**src/qth_pkg.sv**
```systemverilog
// ----------------------------------------------------------------------------
// qth_pkg: shared types and constants for the quaternion heading pipeline
// Word types, datapath widths and the CORDIC arctangent table.
// ----------------------------------------------------------------------------
package qth_pkg;

	// datapath widths
	localparam int PROD_W       = 32;   // one 16x16 product
	localparam int VEC_W        = 36;   // vector components, with CORDIC growth
	localparam int MAG_W        = 33;   // magnitude, at most 2^32
	localparam int ACC_W        = 34;   // angle accumulator, 2^31 units = pi
	localparam int NORM_STEPS   = 5;    // shifts of 16, 8, 4, 2, 1
	localparam int NORM_TOP     = 31;   // larger magnitude is raised to this bit
	localparam int ATAN_ENTRIES = 31;
	localparam int ROUND_POS    = 16;   // accumulator to output angle

	localparam logic signed [ACC_W-1:0] ANGLE_PI   = ACC_W'(64'sd2147483648);
	localparam logic signed [ACC_W-1:0] ROUND_HALF = ACC_W'(64'sd32768);

	// atan(2^-i), 2^31 units = pi
	localparam logic signed [ACC_W-1:0] ATAN_TAB [ATAN_ENTRIES] = '{
		34'sd536870912, 34'sd316933406, 34'sd167458907, 34'sd85004756,
		34'sd42667331,  34'sd21354465,  34'sd10679838,  34'sd5340245,
		34'sd2670163,   34'sd1335087,   34'sd667544,    34'sd333772,
		34'sd166886,    34'sd83443,     34'sd41722,     34'sd20861,
		34'sd10430,     34'sd5215,      34'sd2608,      34'sd1304,
		34'sd652,       34'sd326,       34'sd163,       34'sd81,
		34'sd41,        34'sd20,        34'sd10,        34'sd5,
		34'sd3,         34'sd1,         34'sd1
	};

	// input word
	typedef struct packed {
		logic signed [15:0] quat_w;
		logic signed [15:0] quat_x;
		logic signed [15:0] quat_y;
		logic signed [15:0] quat_z;
	} quat_t;

	// result word
	typedef struct packed {
		logic signed [15:0] heading_angle;
		logic               degenerate;
	} heading_t;

	// CORDIC vector and angle
	typedef struct packed {
		logic signed [VEC_W-1:0] vx;
		logic signed [VEC_W-1:0] vy;
		logic signed [ACC_W-1:0] acc;
	} vec_t;

	// side flags travelling with each word
	typedef struct packed {
		logic null_vec;     // rotated axis has no xy component
		logic degenerate;   // all-zero quaternion
	} flags_t;

endpackage

```
**src/qth_cstage.sv**
```systemverilog
// ----------------------------------------------------------------------------
// qth_cstage: one CORDIC vectoring iteration
// Rotates the vector towards the x axis by atan(2^-STAGE_IDX) and books the
// angle, with a register stage on the output.
// ----------------------------------------------------------------------------
module qth_cstage #(
	parameter int STAGE_IDX = 0
) (
	input  logic            clk,
	input  logic            arst_n,
	input  logic            valid_in,
	input  qth_pkg::vec_t   vec_in,
	input  qth_pkg::flags_t flags_in,
	output logic            valid_out,
	output qth_pkg::vec_t   vec_out,
	output qth_pkg::flags_t flags_out
);

	localparam logic signed [qth_pkg::ACC_W-1:0] ANG = qth_pkg::ATAN_TAB[STAGE_IDX];

	logic signed [qth_pkg::VEC_W-1:0] dx, dy;

	assign dx = vec_in.vy >>> STAGE_IDX;
	assign dy = vec_in.vx >>> STAGE_IDX;

	// valid bit
	always_ff @(posedge clk or negedge arst_n) begin
		if (!arst_n) begin
			valid_out <= 1'b0;
		end else begin
			valid_out <= valid_in;
		end
	end

	// micro-rotation, direction from the sign of y
	always_ff @(posedge clk) begin
		flags_out <= flags_in;
		if (!vec_in.vy[qth_pkg::VEC_W-1]) begin
			vec_out.vx  <= vec_in.vx + dx;
			vec_out.vy  <= vec_in.vy - dy;
			vec_out.acc <= vec_in.acc + ANG;
		end else begin
			vec_out.vx  <= vec_in.vx - dx;
			vec_out.vy  <= vec_in.vy + dy;
			vec_out.acc <= vec_in.acc - ANG;
		end
	end

endmodule

```
**config.mk**
```make
export PLATFORM = sky130hd
export DESIGN_NAME = qth_cstage
export DESIGN_NICKNAME = d
export VERILOG_FILES = /design/src/qth_pkg.sv /design/src/qth_cstage.sv
export SDC_FILE = /design/constraint.sdc
export NUM_CORES = 1
export LEC_CHECK = 0
export BUFFER_PORTS_ARGS = -buffer_cell sky130_fd_sc_hd__buf_2
export CORE_MARGIN = 1.5
export CORE_UTILIZATION = 40
export CTS_CLUSTER_SIZE = 20
export DETAILED_ROUTE_END_ITERATION = 7
export GPL_TIMING_DRIVEN = 1
export PLACE_DENSITY_LB_ADDON = 0.15
export RECOVER_POWER = 100
export SLEW_MARGIN = 20
export SYNTH_ARGS = -nofsm -noshare
export SYNTH_HDL_FRONTEND = slang
export SYNTH_SLANG_ARGS = --single-unit
```
**constraint.sdc**
```tcl
create_clock -name clk -period 0.8 [get_ports clk]
set_clock_uncertainty 0.05 [all_clocks]
set_input_delay 0 -clock clk [delete_from_list [all_inputs] [get_ports clk]]
set_output_delay 0 -clock clk [all_outputs]
set_load 0.01 [all_outputs]
```
==> flow_summary.json <==
{
  "outcome": "finished, violations left",
  "violations": "hold timing, setup timing",
  "ys_seq_area_share_pct": 25.0,
  "dpl_cell_area_um2": 13200,
  "dpl.hpwl_um": 25500,
  "via_per_inst": 5.30,
  "hp-class": "in2reg",
  "top_usage_layer": "met2",
  "cp.required_ns": 1.02,
  "path_clk_slew_ns": 0.08,
  "ys_seq_elements": 108,
  "max_freq_mhz": 412,
  "antennaDiodeCount": 0,
  "die_w_um": 150,
  "final_nets": 1994,
  "slew_violations": 0,
  "placed_cells": 1923,
  "stdcell_count": 2047,
  "grt_pass1_wl_um": 52600,
  "syn-cell-area_um2": 8650,
  "layout_common_cells": "buf_4 (365), buf_2 (153), buf_6 (122), inv_1 (97), nor2_1 (97)",
  "htree_levels": 3,
  "synth-main-ff-cell": "dfxtp_1",
  "synth_cell_types": 72,
  "first_pass_iters": 5,
  "critical_path_class": "in2reg",
  "finalHoldViolations": 3,
  "cts_buffers": 9,
  "track_usage_pct": 29.5,
  "antenna_found_initial": 0,
  "grt_pass1_vias": 10639,
  "power_uw": 24600,
  "cts_tree": "done",
  "path_max_fanout": 4,
  "ant_nets": 0,
  "holdBufCountCts": 37,
  "critical_path_arrival_ns": 2.65,
  "num_vias": 10847,
  "drv_cap": 0,
  "netlist_instances": 1117,
  "core_area_um2": 21100,
  "p_leak_uw": 0.00770,
  "rsz0062_at_grt": "yes",
  "setup_viol": 181,
  "cp-start-kind": "input port",
  "syn_to_final_growth_pct": 88.9,
  "final.min_clock_period_ns": 2.43,
  "tightest_slew_ns": 0.714,
  "fp.dieArea_um2": 22500,
  "ir_drop_mv": 0.928,
  "initialDrtViolationCount": 786,
  "ys.warnings.count": 0,
  "die_height_um": 150,
  "avgSynthCellArea_um2": 7.75,
  "fin_ws_ns": -1.63,
  "async_flop_share_pct": 0.926,
  "cts.sinks": 108,
  "port_buffers": 219,
  "syn-num-nets": 1344,
  "relSlewSlack_pct": 52.0,
  "crit_path_end_kind": "flip-flop",
  "grt_use_met1_pct": 35.9,
  "cts_root_buffer": "clkbuf_16",
  "hold_slack_ns": -0.0650,
  "grt_start_max_net_pins": 21,
  "period_share_pct": 304,
  "fin_util_pct": 77.5,
  "drc": 0,
  "top_level_ports": 220,
  "synth_edf_count": 0,
  "core.rowCount": 53,
  "post_drt_wl_per_cell_um": 17.8,
  "cts_buffer_depth": 2,
  "met3_usage_pct": 4.09,
  "met2_usage_pct": 52.2,
  "start_util_pct": 41.0,
  "power.density_nw_per_um2": 1500,
  "final_area_um2": 16300,
  "mostFrequentLayoutCell": "buf_4",
  "layout-drive-gt1-share_pct": 54.6,
  "gr-total-overflow": 0,
  "gp_congestion": 0.954,
  "wirelength_um": 36400
}
-- power by group --
part	total [µW]	internal [µW]	switching, µW	leakage [µW]
registers	6810	6450	359	0.000915
logic	12800	6580	6260	0.00663
clock network	4920	2520	2400	0.000155
total	24600	15500	9020	0.00770
-- sequential cells by signal, summed over array words and instances (netlist names) --
register / flops
flags_out: 2
valid_out: 1
vec_out: 105
-- critical path, stage by stage --
cell	delay [ns]
buf_8	0.10
ha_4	0.16
inv_2	0.05
fa_2	0.24
nor2_4	0.05
o311a_4	0.37
o211a_4	0.28
a211oi_4	0.27
o31a_2	0.23
nor3_1	0.07
or3b_4	0.41
a211o_1	0.28
xnor2_1	0.13
-- cell usage after synthesis, types with 24 or more instances --
| library cell | n | area (µm²) |
|---|---|---|
| o21ai_0 | 81 | 405 |
| xnor2_1 | 65 | 569 |
| nand2_1 | 51 | 191 |
| ha_1 | 112 | 1400 |
| nand3_1 | 24 | 120 |
| a21oi_1 | 113 | 566 |
| o21bai_1 | 25 | 188 |
| inv_1 | 112 | 420 |
| dfxtp_1 | 107 | 2140 |
| nor2_1 | 115 | 432 |
| clkbuf_1 | 39 | 146 |
-- metal layers --
metal | wire length (µm) | share of wire, %
met2 | 18100 | 50
met3 | 2370 | 6.5
met1 | 14700 | 40
met4 | 1250 | 3.4
met5 | 0 | 0
-- cell families after synthesis --
kind of cell	Yosys count	share of synthesized area [%]
AO/OA/AOI/OAI	350	25.8
AND/OR/NAND/NOR	285	15.4
buffers and inverters	169	7.43
adder cells (fa/ha/maj)	116	17.1
flip-flops	108	25.0
XOR/XNOR	71	7.19
multiplexers	18	2.08
-- layout make-up --
type,instances,area [µm²]
Inverter,117,483
Clock buffer,9,225
Multi-Input combinational cell,840,7490
Fill cell,1383,4740
Timing Repair Buffer,691,5490
Tap cell,275,344
Sequential cell,108,2230
Clock inverter,7,92.6
-- through the flow --
| step | TNS (ns) | setup slack [ns] |
|---|---|---|
| global route | -92.89 | -1.68 |
| detailed placement | -108.88 | -2.08 |
| CTS | -76.19 | -1.52 |
| floorplan | -71.32 | -1.69 |
| global placement | -106.53 | -2.03 |
| finish | -86.21 | -1.63 |
-- what timing repair did --
item | CTS | global route
gates cloned | 0 | 1
setup endpoints to repair | 180 | 178
setup buffers | 35 | 48
pin swaps | 97 | 123
resized for setup | 271 | 198
endpoints found under the hold margin | 40 | 1
-- path summary, 6_finish.rpt --
| check | depth (start not counted) | end | from | slack [ns] |
|---|---|---|---|---|
| worst max-delay path | 13 | vec_out[102]$_DFF_P_ | vec_in[70] | -1.63 |
| worst min-delay path | 3 | vec_out[32]$_DFF_P_ | vec_in[32] | -0.06 |
| max in group asynchronous | 3 | valid_out$_DFF_PN0_ | arst_n | 0.19 |
| min in group asynchronous | 3 | valid_out$_DFF_PN0_ | arst_n | 0.41 |
(Power assumes the default switching activity.)
