**config.mk**
```make
export PLATFORM = sky130hd
export DESIGN_NAME = qth_form
export DESIGN_NICKNAME = d
export VERILOG_FILES = /design/src/qth_pkg.sv /design/src/qth_form.sv
export SDC_FILE = /design/constraint.sdc
export NUM_CORES = 2
export LEC_CHECK = 0
export BUFFER_PORTS_ARGS = -buffer_cell sky130_fd_sc_hd__buf_2
export CAP_MARGIN = 20
export CORE_ASPECT_RATIO = 1.2
export CORE_MARGIN = 3
export CORE_UTILIZATION = 40
export CTS_BUF_LIST = sky130_fd_sc_hd__clkbuf_4 sky130_fd_sc_hd__clkbuf_8
export CTS_CLUSTER_DIAMETER = 100
export DETAILED_ROUTE_END_ITERATION = 6
export GPL_ROUTABILITY_DRIVEN = 0
export HOLD_SLACK_MARGIN = 0.15
export SYNTH_ARGS = -nofsm -noshare
export SYNTH_HDL_FRONTEND = slang
export SYNTH_SLANG_ARGS = --single-unit
```
**constraint.sdc**
```tcl
create_clock -name clk -period 4.4 [get_ports clk]
set_input_delay 0 -clock clk [delete_from_list [all_inputs] [get_ports clk]]
set_output_delay 0 -clock clk [all_outputs]
set_load 0.01 [all_outputs]
```
**src/qth_pkg.sv**
```systemverilog
// ----------------------------------------------------------------------------
// qth_pkg: shared types and constants for the quaternion heading pipeline
// Word types, datapath widths and the CORDIC arctangent table.
// ----------------------------------------------------------------------------
package qth_pkg;

	// datapath widths
	localparam int PROD_W       = 32;   // one 16x16 product
	localparam int VEC_W        = 36;   // vector components, with CORDIC growth
	localparam int MAG_W        = 33;   // magnitude, at most 2^32
	localparam int ACC_W        = 34;   // angle accumulator, 2^31 units = pi
	localparam int NORM_STEPS   = 5;    // shifts of 16, 8, 4, 2, 1
	localparam int NORM_TOP     = 31;   // larger magnitude is raised to this bit
	localparam int ATAN_ENTRIES = 31;
	localparam int ROUND_POS    = 16;   // accumulator to output angle

	localparam logic signed [ACC_W-1:0] ANGLE_PI   = ACC_W'(64'sd2147483648);
	localparam logic signed [ACC_W-1:0] ROUND_HALF = ACC_W'(64'sd32768);

	// atan(2^-i), 2^31 units = pi
	localparam logic signed [ACC_W-1:0] ATAN_TAB [ATAN_ENTRIES] = '{
		34'sd536870912, 34'sd316933406, 34'sd167458907, 34'sd85004756,
		34'sd42667331,  34'sd21354465,  34'sd10679838,  34'sd5340245,
		34'sd2670163,   34'sd1335087,   34'sd667544,    34'sd333772,
		34'sd166886,    34'sd83443,     34'sd41722,     34'sd20861,
		34'sd10430,     34'sd5215,      34'sd2608,      34'sd1304,
		34'sd652,       34'sd326,       34'sd163,       34'sd81,
		34'sd41,        34'sd20,        34'sd10,        34'sd5,
		34'sd3,         34'sd1,         34'sd1
	};

	// input word
	typedef struct packed {
		logic signed [15:0] quat_w;
		logic signed [15:0] quat_x;
		logic signed [15:0] quat_y;
		logic signed [15:0] quat_z;
	} quat_t;

	// result word
	typedef struct packed {
		logic signed [15:0] heading_angle;
		logic               degenerate;
	} heading_t;

	// CORDIC vector and angle
	typedef struct packed {
		logic signed [VEC_W-1:0] vx;
		logic signed [VEC_W-1:0] vy;
		logic signed [ACC_W-1:0] acc;
	} vec_t;

	// side flags travelling with each word
	typedef struct packed {
		logic null_vec;     // rotated axis has no xy component
		logic degenerate;   // all-zero quaternion
	} flags_t;

endpackage

```
**src/qth_form.sv**
```systemverilog
// ----------------------------------------------------------------------------
// qth_form: rotated x axis from the quaternion
// Two stages: the six products, then X = w2+x2-y2-z2 and Y = 2(xy+wz).
// ----------------------------------------------------------------------------
module qth_form (
	input  logic                              clk,
	input  logic                              arst_n,
	input  logic                              valid_in,
	input  qth_pkg::quat_t                    quat,
	output logic                              valid_s2,
	output logic signed [qth_pkg::VEC_W-1:0]  vx_s2,
	output logic signed [qth_pkg::VEC_W-1:0]  vy_s2,
	output logic                              deg_s2
);

	logic signed [15:0] w, x, y, z;
	logic signed [qth_pkg::PROD_W-1:0] ww_s1, xx_s1, yy_s1, zz_s1, xy_s1, wz_s1;
	logic valid_s1;
	logic deg_s1;

	assign w = quat.quat_w;
	assign x = quat.quat_x;
	assign y = quat.quat_y;
	assign z = quat.quat_z;

	// valid bits
	always_ff @(posedge clk or negedge arst_n) begin
		if (!arst_n) begin
			valid_s1 <= 1'b0;
			valid_s2 <= 1'b0;
		end else begin
			valid_s1 <= valid_in;
			valid_s2 <= valid_s1;
		end
	end

	// stage 1: products
	always_ff @(posedge clk) begin
		ww_s1  <= w * w;
		xx_s1  <= x * x;
		yy_s1  <= y * y;
		zz_s1  <= z * z;
		xy_s1  <= x * y;
		wz_s1  <= w * z;
		deg_s1 <= (quat == '0);
	end

	// stage 2: axis components
	always_ff @(posedge clk) begin
		vx_s2  <= qth_pkg::VEC_W'(ww_s1) + qth_pkg::VEC_W'(xx_s1)
		        - qth_pkg::VEC_W'(yy_s1) - qth_pkg::VEC_W'(zz_s1);
		vy_s2  <= (qth_pkg::VEC_W'(xy_s1) + qth_pkg::VEC_W'(wz_s1)) <<< 1;
		deg_s2 <= deg_s1;
	end

endmodule

```
==> impl_results.md <==
* Rows at between 150 and 200
* Latest clock arrival within the worst-skew pair at ~0.66 ns
* Final Worst Setup Slack at -0.702 ns
* WP data required at a little under 5 ns
* Initial antenna violation count at 9
* Finished Cell Area at 85300 sq um
* Critical path, cell by cell: buf_12 -> buf_12 -> buf_12 -> nand2_8 -> inv_4 -> fa_2 -> fa_1 -> fa_1 -> fa_1 -> fa_1 -> inv_1 -> fa_1 -> inv_2 -> ha_4 -> a21o_1 -> a21o_1 -> a21oi_2 -> o21bai_1 -> a2111o_1 -> a41o_1 -> a21oi_2 -> o21bai_1 -> a21oi_1 -> xnor2_1
* Failing checks: negative setup slack
* Most frequent CP cell: fa_1
* Hold Fails Final Rpt at 0
* WL met1 at about 74 mm
* Post-synth EDFFs at 0
* R2R setup slack at ~0.15 ns
* Worst Hold Launch: quat[1]
* Htree depth at 2
* Tot GR Track Use at between 20% and 30%
* Final Max Slew Viols at 0
* Max_cap viols at 0
* Tmin final at between 5 and 6 ns
* Register area share after synthesis at between 8 and 9%
* Fin util at ~53%
* Vias in the first global route at around 56000
* NumNets Final at about 10000
* Max Freq at between 150 and 200 MHz
* Starting density of the core at between 40% and 50%
* R2R Path Start: yy_s1[3]$_DFF_P_
* CP Data Arrival Time at 5.65 ns
* Status: finished with violations
* Layout cells sized above 1 at 28.6%
* Die W at 374 um
* Hold Path Class: in2reg
* Yosys warning total at 0
* Clock slew at reported path FFs at 0.06 ns
* Post-place instance area at 78100 sq um
* Via Count at about 50000
* Synth async-reset ratio at less than 1%
* Crit-path max cell delay at between 0.6 and 0.7 ns
* CTS tree: yes
* Crit path kind: in2reg
* DRC Markers at 0
* Root buffer cell: clkbuf_8
* Post-place setup slack at -1.73 ns
* Die area at between 150000 and 200000 sq um
* Crit-path max FO at 5
* Post-detail-place hpwl at 157 mm
* Post-synth top flop: dfxtp_1
* Clock sink count at 260
* Total I/O pin count at 141
* Min Hold Slack at 0.233 ns
* Hold-critical path depth at 7
* Gate Count Post-Synth at 6960
* Area of the core at 161000 sq um
* Port buffer count at ~140
* Worst Setup End Kind: register
* Slew HR at 40.3%
* Critical-path top delay cell: fa_2
* Final-report setup violation count at 95
* Initial DRT Pass Iterations at 5
* Worst Reg-to-Reg Cells at 15
* DR iter-0 viols at between 2000 and 2500
* CTS buffer count at slightly below 50
* Mean number of vias per cell at 4.81
* Worst R2R End: vx_s2[31]$_DFF_P_
* Met3 WL at roughly 10 mm
* First-pass GRT wire length at between 200 and 300 mm
* Area growth syn-to-layout at 31.1%
* Syn Area/Cell at ~9.4 sq um
* Netlist cell types at a little over 80
* RSZ-0062 raised after global routing: yes
* FF+latch count, synth at 260
* CP startpoint kind: input port
* Period utilization at 116%
* Worst Clk Skew at between 0.03 and 0.04 ns
* Met2 routed WL at slightly above 90 mm
* Die height at ~450 um
* Pin count of the biggest net entering global routing at 22
* Slew at the pin with the worst max-slew slack at 0.888 ns
* Setup crit start: quat[63]
* Post-Route WL at 185 mm
* Worst Hold End: zz_s1[2]$_DFF_P_
* Global route overflow at 0
* DR top layer: met5
* Post-synthesis cell area at 65100 sq um
* Final ANT Viol Nets at 0
* Clock Path Buffers at 3
* WL/cell at 17.7 um
what timing repair did:
item	4_1_cts	5_1_grt
setup buffers	153	74
hold buffers	21	0
resized for setup	682	324
endpoints found under the hold margin	17	0
pin swaps	334	301
gates cloned	10	3
endpoints found under the setup margin	117	116
worst max path at each step:
stage	endpoint	cells after the start
floorplan	xy_s1[31]$_DFF_P_	24
CTS	zz_s1[30]$_DFF_P_	26
finish	wz_s1[31]$_DFF_P_	24
global route	wz_s1[31]$_DFF_P_	24
global placement	zz_s1[31]$_DFF_P_	26
detailed placement	ww_s1[30]$_DFF_P_	23
cell usage in the layout, fill, tap and decap left out, drive strengths merged, types with 7 or more instances in the layout:
cell type	n
a2111oi	9
a211o	12
a211oi	17
a21boi	7
a21o	103
a21oi	205
a31o	21
a31oi	12
and2	346
and3	29
buf	1481
bufinv	8
clkbuf	71
clkinv	19
clkinvlp	8
dfxtp	258
dlygate4sd3	21
fa	1524
ha	594
inv	1928
nand2	599
nand2b	42
nand3	39
nand4	15
nor2	300
nor2b	31
nor3	33
nor4	21
o21a	34
o21ai	87
o21bai	37
o31ai	15
or2	16
or3	12
xnor2	232
xor2	67
layout make-up:
class	instances	area [sq um]
inverter	1940	7350
clock buffer	68	917
antenna	5	12.5
timing repair buffer	1510	13500
fill	14500	75800
clock inverter	23	340
sequential	260	5220
tap	2119	2650
multi-input combinational	4531	55300
stage by stage:
stage / TNS [ns] / cells
4_1_cts: -27.86 / 10400
6_report: -33.98 / 10500
5_1_grt: -45.77 / 10500
3_5_place_dp: -154.69 / 10100
2_1_floorplan: -63.07 / 6961
3_3_place_gp: -148.21 / 10100
worst max-delay path, delay by kind of cell:
family          cells  cell delay, ns
compound gates      9            1.59
xor+xnor            1            0.09
fa+ha+maj           7            3.38
buf+inv             6            0.50
simple gates        1            0.07
cells by family (layout without fill, tap and decap cells):
group / count (synthesis) / count (layout) / synth area share [%]
xor+xnor: 299 / 299 / 4.02
mux: 5 / 5 / 0.0788
other cells: 1 / 7 / 0.00576
compound gates: 615 / 615 / 6.28
simple gates: 1492 / 1492 / 10.8
fa+ha+maj: 2118 / 2118 / 58.3
flops: 260 / 260 / 8.01
buf+inv: 2170 / 3541 / 12.5
Yosys cell counts, types with 4 or more instances:
master / number / area [sq um]
inv_1: 1925 / 7230
fa_1: 1524 / 30500
nand2_1: 599 / 2250
ha_1: 594 / 7430
and2_1: 346 / 2160
nor2_1: 300 / 1130
dfxtp_1: 258 / 5160
xnor2_1: 232 / 2030
clkbuf_1: 217 / 815
a21oi_1: 202 / 1010
a21o_1: 102 / 766
o21ai_0: 81 / 405
xor2_1: 67 / 587
nand2b_1: 42 / 263
nand3_1: 39 / 195
o21bai_1: 37 / 278
o21a_1: 34 / 255
nor3_1: 32 / 160
nor2b_1: 31 / 194
and3_1: 29 / 181
nor4_1: 21 / 131
a31o_2: 20 / 175
a211oi_1: 16 / 120
nand4_1: 15 / 93.8
or2_2: 15 / 93.8
o31ai_1: 14 / 105
a211o_1: 12 / 105
a31oi_1: 12 / 75.1
or3_1: 12 / 75.1
clkinv_1: 11 / 41.3
buf_1: 8 / 30.0
a21boi_0: 6 / 45.0
o21ai_1: 5 / 25.0
o31a_1: 5 / 43.8
a2111oi_2: 4 / 60.1
a221oi_1: 4 / 35.0
a311o_1: 4 / 40.0
buf_4: 4 / 30.0
inv_2: 4 / 15.0
mux2i_1: 4 / 40.0
o211ai_1: 4 / 30.0
state kept, by name (all words and copies together), names as in the netlist, 31 cells and up:
name	cells
wz_s1	32
yy_s1	31
zz_s1	31
xx_s1	31
xy_s1	32
ww_s1	31
vx_s2	35
vy_s2	33
layer usage:
metal	up-vias	global-route usage [%]
met5	-	0
met4	6	7.94
met3	339	3.04
met2	1178	39.9
met1	25700	28.2
li1	23100	-
Power is not shown: default switching activity piles up to over one toggle a cycle in this logic, so the estimate is an artifact.
