===== src/qth_pkg.sv =====
// ----------------------------------------------------------------------------
// qth_pkg: shared types and constants for the quaternion heading pipeline
// Word types, datapath widths and the CORDIC arctangent table.
// ----------------------------------------------------------------------------
package qth_pkg;

	// datapath widths
	localparam int PROD_W       = 32;   // one 16x16 product
	localparam int VEC_W        = 36;   // vector components, with CORDIC growth
	localparam int MAG_W        = 33;   // magnitude, at most 2^32
	localparam int ACC_W        = 34;   // angle accumulator, 2^31 units = pi
	localparam int NORM_STEPS   = 5;    // shifts of 16, 8, 4, 2, 1
	localparam int NORM_TOP     = 31;   // larger magnitude is raised to this bit
	localparam int ATAN_ENTRIES = 31;
	localparam int ROUND_POS    = 16;   // accumulator to output angle

	localparam logic signed [ACC_W-1:0] ANGLE_PI   = ACC_W'(64'sd2147483648);
	localparam logic signed [ACC_W-1:0] ROUND_HALF = ACC_W'(64'sd32768);

	// atan(2^-i), 2^31 units = pi
	localparam logic signed [ACC_W-1:0] ATAN_TAB [ATAN_ENTRIES] = '{
		34'sd536870912, 34'sd316933406, 34'sd167458907, 34'sd85004756,
		34'sd42667331,  34'sd21354465,  34'sd10679838,  34'sd5340245,
		34'sd2670163,   34'sd1335087,   34'sd667544,    34'sd333772,
		34'sd166886,    34'sd83443,     34'sd41722,     34'sd20861,
		34'sd10430,     34'sd5215,      34'sd2608,      34'sd1304,
		34'sd652,       34'sd326,       34'sd163,       34'sd81,
		34'sd41,        34'sd20,        34'sd10,        34'sd5,
		34'sd3,         34'sd1,         34'sd1
	};

	// input word
	typedef struct packed {
		logic signed [15:0] quat_w;
		logic signed [15:0] quat_x;
		logic signed [15:0] quat_y;
		logic signed [15:0] quat_z;
	} quat_t;

	// result word
	typedef struct packed {
		logic signed [15:0] heading_angle;
		logic               degenerate;
	} heading_t;

	// CORDIC vector and angle
	typedef struct packed {
		logic signed [VEC_W-1:0] vx;
		logic signed [VEC_W-1:0] vy;
		logic signed [ACC_W-1:0] acc;
	} vec_t;

	// side flags travelling with each word
	typedef struct packed {
		logic null_vec;     // rotated axis has no xy component
		logic degenerate;   // all-zero quaternion
	} flags_t;

endpackage


===== src/qth_norm.sv =====
// ----------------------------------------------------------------------------
// qth_norm: magnitude, normalising shift and half-plane pre-rotation
// The larger magnitude is raised to bit 31 by a binary shift search, one
// step per stage, then a left-half-plane vector is turned through pi.
// ----------------------------------------------------------------------------
module qth_norm (
	input  logic                              clk,
	input  logic                              arst_n,
	input  logic                              valid_in,
	input  logic signed [qth_pkg::VEC_W-1:0]  vx_in,
	input  logic signed [qth_pkg::VEC_W-1:0]  vy_in,
	input  logic                              deg_in,
	output logic                              valid_out,
	output qth_pkg::vec_t                     vec_out,
	output qth_pkg::flags_t                   flags_out
);

	localparam int NS = qth_pkg::NORM_STEPS;

	logic signed [qth_pkg::VEC_W-1:0] ax, ay;
	logic        [qth_pkg::MAG_W-1:0] mx, my;

	// element 0 is the magnitude stage, the others follow each shift step
	logic signed [qth_pkg::VEC_W-1:0] vx_sn    [NS+1];
	logic signed [qth_pkg::VEC_W-1:0] vy_sn    [NS+1];
	logic        [qth_pkg::MAG_W-1:0] m_sn     [NS+1];
	qth_pkg::flags_t                  flags_sn [NS+1];
	logic        [NS:0]               valid_sn;

	logic signed [qth_pkg::VEC_W-1:0] nvx, nvy;

	// magnitudes
	always_comb begin
		ax = vx_in[qth_pkg::VEC_W-1] ? -vx_in : vx_in;
		ay = vy_in[qth_pkg::VEC_W-1] ? -vy_in : vy_in;
		mx = ax[qth_pkg::MAG_W-1:0];
		my = ay[qth_pkg::MAG_W-1:0];
	end

	// valid bits
	always_ff @(posedge clk or negedge arst_n) begin
		if (!arst_n) begin
			valid_sn[0] <= 1'b0;
		end else begin
			valid_sn[0] <= valid_in;
		end
	end

	// magnitude stage: larger magnitude and null detect
	always_ff @(posedge clk) begin
		vx_sn[0]               <= vx_in;
		vy_sn[0]               <= vy_in;
		m_sn[0]                <= (mx > my) ? mx : my;
		flags_sn[0].null_vec   <= (vx_in == '0) && (vy_in == '0);
		flags_sn[0].degenerate <= deg_in;
	end

	// shift search: 16, 8, 4, 2, 1
	for (genvar j = 0; j < NS; j++) begin : g_step
		localparam int SH  = 1 << (NS - 1 - j);
		localparam int LIM = qth_pkg::NORM_TOP + 1 - SH;

		always_ff @(posedge clk or negedge arst_n) begin
			if (!arst_n) begin
				valid_sn[j+1] <= 1'b0;
			end else begin
				valid_sn[j+1] <= valid_sn[j];
			end
		end

		always_ff @(posedge clk) begin
			flags_sn[j+1] <= flags_sn[j];
			if ((m_sn[j] >> LIM) == '0) begin
				vx_sn[j+1] <= vx_sn[j] <<< SH;
				vy_sn[j+1] <= vy_sn[j] <<< SH;
				m_sn[j+1]  <= m_sn[j] << SH;
			end else begin
				vx_sn[j+1] <= vx_sn[j];
				vy_sn[j+1] <= vy_sn[j];
				m_sn[j+1]  <= m_sn[j];
			end
		end
	end

	assign nvx = -vx_sn[NS];
	assign nvy = -vy_sn[NS];

	// pre-rotation valid
	always_ff @(posedge clk or negedge arst_n) begin
		if (!arst_n) begin
			valid_out <= 1'b0;
		end else begin
			valid_out <= valid_sn[NS];
		end
	end

	// pre-rotation into the right half-plane
	always_ff @(posedge clk) begin
		flags_out <= flags_sn[NS];
		if (vx_sn[NS][qth_pkg::VEC_W-1]) begin
			vec_out.vx <= nvx;
			vec_out.vy <= nvy;
			if (nvy[qth_pkg::VEC_W-1] || (nvy == '0)) begin
				vec_out.acc <= qth_pkg::ANGLE_PI;
			end else begin
				vec_out.acc <= -qth_pkg::ANGLE_PI;
			end
		end else begin
			vec_out.vx  <= vx_sn[NS];
			vec_out.vy  <= vy_sn[NS];
			vec_out.acc <= '0;
		end
	end

endmodule


===== config.mk =====
export PLATFORM = sky130hd
export DESIGN_NAME = qth_norm
export DESIGN_NICKNAME = d
export VERILOG_FILES = /design/src/qth_pkg.sv /design/src/qth_norm.sv
export SDC_FILE = /design/constraint.sdc
export NUM_CORES = 1
export LEC_CHECK = 0
export ABC_AREA = 1
export CAP_MARGIN = 20
export CORE_UTILIZATION = 30
export DETAILED_ROUTE_END_ITERATION = 10
export DONT_BUFFER_PORTS = 1
export GPL_TIMING_DRIVEN = 0
export HOLD_SLACK_MARGIN = 0.05
export PLACE_DENSITY = 0.41
export SLEW_MARGIN = 10
export SYNTH_ARGS = -nofsm -noshare
export SYNTH_HDL_FRONTEND = slang
export SYNTH_SLANG_ARGS = --single-unit

===== constraint.sdc =====
create_clock -name clk -period 3.02 [get_ports clk]
set_input_delay 0.604 -clock clk [delete_from_list [all_inputs] [get_ports clk]]
set_output_delay 0.604 -clock clk [all_outputs]
set_load 0.02 [all_outputs]

==> summary.md, run 1 <==
| Metric | Value |
|---|---|
| CTS tree | `built` |
| Leak | `0.0129 uW` |
| Routed wire length per instance | `16.2 microns` |
| Initial antenna violation count | `1` |
| CP max FO | `8` |
| DR pass1 iterations | `6` |
| Vias/cell | `4.24` |
| Util after Layout | `0.383` |
| Hold-critical path depth | `3` |
| HPWL after DPL | `50400 microns` |
| GRT Residual Overflow | `0` |
| FMAX | `0.334 GHz` |
| Actual slew at the worst max-slew pin | `0.833 ns` |
| DIE HEIGHT | `272 microns` |
| Gate Count Post-Synth | `2752` |
| Slowest-stage cell, CP | `nor4_2` |
| # clock sinks | `589` |
| GRT Util Overall | `0.172` |
| Crit-path max cell delay | `0.48 ns` |
| CP Cell Sequence | `nor4_2 -> nand3_4 -> nor2_4 -> nand2_2 -> nand2_2 -> xor2_1 -> inv_1 -> ha_4 -> nand2_4 -> nor2_4 -> nand2_2 -> nor3_4 -> nand3_2 -> nand2_2 -> nor2_4 -> nand2_4 -> nand2_8 -> buf_8 -> nand2_4 -> nand2_4` |
| Layout fillers | `7500` |
| DR iter-0 viols | `757` |
| Number of global-route vias before repair | `17.1k` |
| Max-cap violations | `0` |
| Die X | `272 microns` |
| Core area | `71900 sq um` |
| GPL Wtd Cong | `0.861` |
| Crit path buf inv count | `2` |
| Stages on the worst setup path | `20` |
| Final min period | `2.99 ns` |
| Status | `finished clean` |
| CP required | `3.49 ns` |
| Hold crit path type | `input port to flip-flop` |
| Final Skew | `0.0137 ns` |
| R2r worst-path depth | `12` |
| CTS root buf | `clkbuf_16` |
| Max-slew headroom | `0.445` |
| Top delay family on crit path | `simple AND/OR/NAND/NOR gates` |
| CTS Buf Count | `68` |
| Post-Syn Area | `21900 sq um` |
| Top FF cell, synth | `dfxtp_1` |
| VDD IR-drop max | `597 uV` |
| Pwr dens | `924 nW/um^2` |
| CP Capture Type | `flip-flop` |
| Final Hold Vio Count | `0` |
| Placed cell count | `3732` |
| Async SR Flop Fraction | `0.0119` |
| Sequential element share of the synthesized area | `0.540` |
| Crit path DAT | `3.46 ns` |
| Final setup violation count | `0` |
| Layout area overhead | `25.7%` |
| Crit start category | `input port` |
| WL final | `64400 microns` |
| Global-route wire length before repair | `97700 microns` |
| Final non-filler cell total | `3970` |
| Synth warn | `0` |
| Vias | `16.8k` |
| Largest net degree at the start of global routing | `14` |
| H-tree depth | `3` |
| DRC violations left | `0` |
| Synth cell types | `48` |
| Clock latency on the worst-skew pair | `0.58 ns` |
| Die Area | `74000 sq um` |
| EDFF count, synth | `0` |
| Clk buf depth | `3` |
| ANT nets after route | `0` |
| Critical path class | `input port to flip-flop` |
| I/O pin cnt | `185` |
| Share of cells above drive strength 1 | `0.126` |
| Nets | `3081` |
| Clock slew at reported path FFs | `0.06 ns` |
| Starting Density | `0.305` |
| Final period utilization | `0.991` |
| PortBufs | `0` |
| Area contributors post-synth | `dfxtp_1 53%, nand2_1 13%, inv_1 5.5%` |
| Share of the synthesized area in the top cell type | `0.532` |
| Synth area leader | `dfxtp_1` |
| Post-synthesis sequential element count | `589` |
| # rows | `98` |
| Final max-slew violation count | `0` |
| Syn Area/Cell | `7.95 sq um` |
[final timing paths]
check                                         from                      to  slack [ns]
hold reg to reg             flags_sn[4][0]$_DFF_P_  flags_sn[5][0]$_DFF_P_        0.32
setup reg to reg           vy_sn[2][36]$_SDFF_PP0_  vec_out[32]$_SDFF_PN0_        0.89
hold / removal                            vy_in[7]      m_sn[0][7]$_DFF_P_        0.24
min in group asynchronous                   arst_n   valid_sn[3]$_DFF_PN0_        0.33
setup / recovery                         vy_in[13]     m_sn[0][32]$_DFF_P_        0.03
max in group asynchronous                   arst_n   valid_sn[1]$_DFF_PN0_        2.46
[repair_timing]
action / in CTS / in global routing
endpoints found under the setup margin: 32 / 32
buffers inserted: 19 / 18
hold buffers: 75 / 0
pin swaps: 20 / 64
cloned: 0 / 4
resized for setup: 45 / 138
endpoints found under the hold margin: 81 / 0
[kinds of logic after synthesis]
| logic type | share of synthesized area |
|---|---|
| adders and majority gates | 0.0217 |
| and+or+nand+nor | 0.228 |
| muxes | 0.00103 |
| AOI/OAI and AO/OA | 0.0837 |
| other | 0.000171 |
| xor gates and xnor gates | 0.0388 |
| buffers and inverters | 0.0859 |
| DFF | 0.540 |
[per-stage QoR]
step                power [uW]  setup WS (ns)  hold slack [ns]  instance area, sq um  TNS [ns]
floorplan                15000        -0.0131            0.308                 22000    -0.231
global placement         16800         -0.964            0.309                 23200    -28.78
detailed placement       16800         -0.991            0.309                 23200    -29.29
CTS                      25500         0.0109            0.230                 26700         0
global route             27100        -0.0819            0.239                 27500     -2.08
finish                   25400         0.0282            0.241                 27500         0
[per-layer routing]
layer | vias up | wire, microns | global-route usage
met4 | 0 | 2350 | 0.0794
met5 | - | 0 | 0
li1 | 8891 | - | -
met1 | 7466 | 27300 | 0.198
met3 | 127 | 2980 | 0.0333
met2 | 344 | 31800 | 0.305
[registers in the layout, summed over array words and instances (netlist names)]
name       count
flags_out      2
flags_sn      12
m_sn          62
valid_out      1
valid_sn       6
vec_out       74
vx_sn        216
vy_sn        216
[layout make-up]
class	instances	area, sq um	area share
Buffer	133	733	0.0267
Tap cell	950	1190	0.0432
Clock inverter	30	398	0.0145
Antenna cell	2	5.00	0.000182
Sequential cell	589	11800	0.430
Clock buffer	91	1940	0.0706
Multi-Input combinational cell	1737	9020	0.328
Inverter	323	1250	0.0454
Timing Repair Buffer	115	1140	0.0416
[where the power goes]
part | switching [uW] | total [uW] | internal [uW] | leakage [uW]
combinational | 3460 | 5400 | 1940 | 0.00680
sequential | 1750 | 11500 | 9790 | 0.00499
clock | 3200 | 8490 | 5290 | 0.00115
total | 8410 | 25400 | 17000 | 0.0129
[cell usage in the layout, fill, tap and decap left out, types with 10 or more instances in the layout]
cell | Yosys | routed
dfxtp_1 | 582 | 582
xor2_1 | 80 | 61
nor3_1 | 20 | 16
clkinv_2 | 0 | 14
o21ai_1 | 13 | 16
clkbuf_1 | 78 | 81
ha_4 | 0 | 11
nand4_1 | 22 | 22
dlygate4sd3_1 | 0 | 75
nor2_1 | 271 | 260
o21ai_0 | 203 | 194
inv_1 | 319 | 310
xor2_2 | 1 | 17
buf_2 | 18 | 11
nand2_2 | 7 | 28
nor2_2 | 13 | 15
conb_1 | 1 | 31
xnor2_1 | 15 | 13
nor2_4 | 4 | 13
nand3_2 | 4 | 10
buf_4 | 33 | 64
a21oi_1 | 95 | 90
nand2_1 | 777 | 743
nand3_1 | 82 | 75
clkbuf_16 | 0 | 75
ha_1 | 38 | 27
nand2_4 | 1 | 13
[synth_stat cells (2+ instances only)]
master / n
nand2_1: 777
dfxtp_1: 582
inv_1: 319
nor2_1: 271
o21ai_0: 203
a21oi_1: 95
nand3_1: 82
xor2_1: 80
clkbuf_1: 78
ha_1: 38
buf_4: 33
nand4_1: 22
nor3_1: 20
buf_2: 18
xnor2_1: 15
nor2_2: 13
o21ai_1: 13
a31o_2: 7
dfrtp_1: 7
nand2_2: 7
o31ai_1: 7
nand3b_1: 5
nor3_2: 5
nor4_1: 5
a21o_1: 4
a31oi_1: 4
nand3_2: 4
nor2_4: 4
o21ai_2: 4
or2_2: 4
buf_6: 3
inv_2: 3
o21bai_1: 3
mux2_2: 2
o21a_1: 2
[tightest hold or removal path, cell delays in order]
cell and delay, ns:
xor2_2 0.07, nand2_1 0.06, nand2_1 0.04
Note: power is estimated with default switching activity, not from simulation.
==> run 2: changes to the inputs <==
--- a/config.mk
+++ b/config.mk
@@ -8,10 +8,10 @@
 export ABC_AREA = 1
 export CAP_MARGIN = 20
-export CORE_UTILIZATION = 30
+export CORE_UTILIZATION = 65
 export DETAILED_ROUTE_END_ITERATION = 10
 export DONT_BUFFER_PORTS = 1
 export GPL_TIMING_DRIVEN = 0
 export HOLD_SLACK_MARGIN = 0.05
-export PLACE_DENSITY = 0.41
+export PLACE_DENSITY = 0.78
 export SLEW_MARGIN = 10
 export SYNTH_ARGS = -nofsm -noshare
==> constraint.sdc (replaced) <==
create_clock -name clk -period 3.02 [get_ports clk]
set_input_delay 0.604 -clock clk [delete_from_list [all_inputs] [get_ports clk]]
set_output_delay 0.604 -clock clk [all_outputs]
set_load 0.01 [all_outputs]
==> run 2 against run 1 <==
Compared with the run above: the run now ends with negative setup slack left; non-clock buffer count is 17 lower; routed wire length shrank 10%; total power fell by 7.5%; critical path depth up 1; cell area is 5.6% lower; combinational power down 2%; cell count shrank 14%; maximum frequency is 2.8% lower; global-route usage increased by 16 points; first-iteration DRC count grew 85%; register-to-register slack gained 0.04 ns; critical path type unchanged; critical endpoint is now m_sn[0][9]$_DFF_P_; largest power group unchanged.
==> summary.md, run 2 (same netlist as run 1, synthesis figures left out) <==
| Metric | Value |
|---|---|
| DR pass1 iterations | `6` |
| # clock sinks | `589` |
| Design Area, Final | `26000 sq um` |
| Clk network pwr share | `0.301` |
| Most frequent CP cell | `nand2_1` |
| CTS root buf | `clkbuf_16` |
| Final max-slew violation count | `0` |
| Pwr dens | `906 nW/um^2` |
| Share of cells above drive strength 1 | `0.105` |
| R2r worst-path depth | `12` |
| Final min period | `3.08 ns` |
| PortBufs | `0` |
| RSZ-0062 raised after global routing | `true` |
| DIE HEIGHT | `185 microns` |
| Reg power frac | `0.474` |
| Critical path class | `input port to flip-flop` |
| Vias/cell | `5.33` |
| Max-slew headroom | `0.544` |
| Routed wire length per instance | `16.9 microns` |
| Sw frac | `0.330` |
| I/O pin cnt | `185` |
| Psw | `7760 uW` |
| Final Hold Vio Count | `0` |
| Global-route wire length before repair | `89500 microns` |
| DR iter-0 viols | `1400` |
| Number of global-route vias before repair | `17.9k` |
| Clock slew at reported path FFs | `0.07 ns` |
| Starting Density | `0.666` |
| CP required | `3.48 ns` |
| Slowest-stage cell, CP | `nor2_4` |
| WL final | `57900 microns` |
| Die Area | `34400 sq um` |
| Final period utilization | `1.02` |
| CTS tree | `built` |
| Final Skew | `0.0246 ns` |
| Crit-path max cell delay | `0.28 ns` |
| Nets | `3049` |
| Actual slew at the worst max-slew pin | `0.684 ns` |
| # rows | `66` |
| CTS Buf Count | `53` |
| HPWL after DPL | `41200 microns` |
| Vias | `18.2k` |
| Largest net degree at the start of global routing | `16` |
| GRT Util Overall | `0.336` |
| Status | `complete, but fails checks` |
| Clock latency on the worst-skew pair | `0.60 ns` |
| Crit start category | `input port` |
| CP Capture Type | `flip-flop` |
| Crit path DAT | `3.54 ns` |
| Initial antenna violation count | `0` |
| H-tree depth | `2` |
| Final setup violation count | `20` |
| CP Cell Sequence | `inv_1 -> ha_2 -> nand4_1 -> nor2_4 -> nand3_2 -> nand2_2 -> xor2_2 -> inv_2 -> ha_4 -> nand2_1 -> inv_1 -> nand3_2 -> nor3_2 -> nand3_1 -> nand2_1 -> nor2_2 -> nand2_2 -> nand2_4 -> buf_4 -> nand2_1 -> nand2_1` |
| DRC violations left | `0` |
| VDD IR-drop max | `644 uV` |
| GPL Wtd Cong | `0.951` |
| FMAX | `0.325 GHz` |
| Core area | `32900 sq um` |
| Hold crit path type | `input port to flip-flop` |
| Area post-placement | `22600 sq um` |
| Layout area overhead | `18.6%` |
| GRT Residual Overflow | `0` |
| Clk buf depth | `3` |
| Final worst setup slack | `-0.0565 ns` |
| Hold-critical path depth | `2` |
| Commonest non-fill, non-tap cell in the layout | `nand2_1` |
| Leak | `0.0125 uW` |
| Largest regs | `vx_sn: 216 flops, vy_sn: 216 flops, vec_out: 74 flops` |
| Violated checks | `negative setup slack` |
| Antenna Cells | `0` |
| Gate power share | `0.225` |
| ANT nets after route | `0` |
| P_int | `15800 uW` |
| Max-cap violations | `0` |
| Most frequent cells in the layout | `755 x nand2_1, 582 x dfxtp_1, 313 x inv_1` |
| Die X | `185 microns` |
| CP max FO | `10` |
| Util after Layout | `0.790` |
## run 2: changes by cell type in the layout (fill, tap and decap cells not counted), moves of 4 or more
| cell | delta |
|---|---|
| ha_1 | +4 |
| xor2_1 | +5 |
| nand2_4 | -7 |
| nand2_1 | +12 |
| clkbuf_16 | -22 |
| ha_4 | -5 |
| nand2_2 | -4 |
| buf_4 | -9 |
| nor2_4 | -4 |
| xor2_2 | -5 |
## run 2: final timing paths
kind	from	endpoint	slack, ns
worst max-delay path	vx_in[1]	m_sn[0][9]$_DFF_P_	-0.06
worst min-delay path	vy_in[34]	flags_sn[0][1]$_DFF_P_	0.21
worst max register to register	vy_sn[2][36]$_SDFF_PP0_	vec_out[32]$_SDFF_PN0_	0.93
worst min register to register	flags_sn[1][0]$_DFF_P_	flags_sn[2][0]$_DFF_P_	0.33
max in group asynchronous	arst_n	valid_sn[2]$_DFF_PN0_	2.45
min in group asynchronous	arst_n	valid_sn[3]$_DFF_PN0_	0.33
## run 2: per-stage QoR
stage	TNS, ns	setup slack, ns	hold WS [ns]	cells	total power (uW)
floorplan	-0.231	-0.0131	0.308	2782	14600
global placement	-23.62	-0.810	0.309	3224	15900
detailed placement	-24.08	-0.823	0.309	3224	16100
CTS	0	0.000790	0.220	3413	23400
global route	-3.38	-0.144	0.223	3422	24800
finish	-0.421	-0.0565	0.209	3422	23500
## run 2: critical path: cells and delay by family
family	cells	cell delay [ns]
buffers and inverters	4	0.44
AND/OR/NAND/NOR	14	1.77
adder cells (fa/ha/maj)	2	0.47
XOR/XNOR	1	0.24
## run 2: cell type report
cell class | count | area [sq um]
inverter | 323 | 1220
buffer | 133 | 716
multi-input combinational | 1737 | 8800
timing repair buffer | 98 | 960
sequential | 589 | 11800
fill | 2140 | 6900
tap | 442 | 553
clock inverter | 29 | 389
clock buffer | 71 | 1500
## run 2: power by group through the flow
| stage | clock network, uW | registers, uW | logic (uW) |
|---|---|---|---|
| final | 7090 | 11200 | 5290 |
| after global routing | 7450 | 11400 | 5940 |
| after CTS | 7100 | 11100 | 5130 |
| after detailed placement | 0 | 11300 | 4810 |
| after global placement | 0 | 11200 | 4660 |
| after floorplan | 0 | 10900 | 3660 |
## run 2: repair_timing
| action | CTS | global route |
|---|---|---|
| gates cloned | 1 | 0 |
| hold buffers | 75 | 0 |
| pin swaps | 21 | 34 |
| endpoints found under the setup margin | 31 | 32 |
| hold endpoints to repair | 81 | 0 |
| setup buffers | 13 | 9 |
| resized for setup | 46 | 70 |
## run 2: routing by layer
layer,vias up,part of all wire,GRT usage
met1,8295,0.36,0.347
met2,873,0.50,0.619
met5,-,0,0
met3,241,0.071,0.0622
met4,0,0.067,0.221
li1,8835,-,-
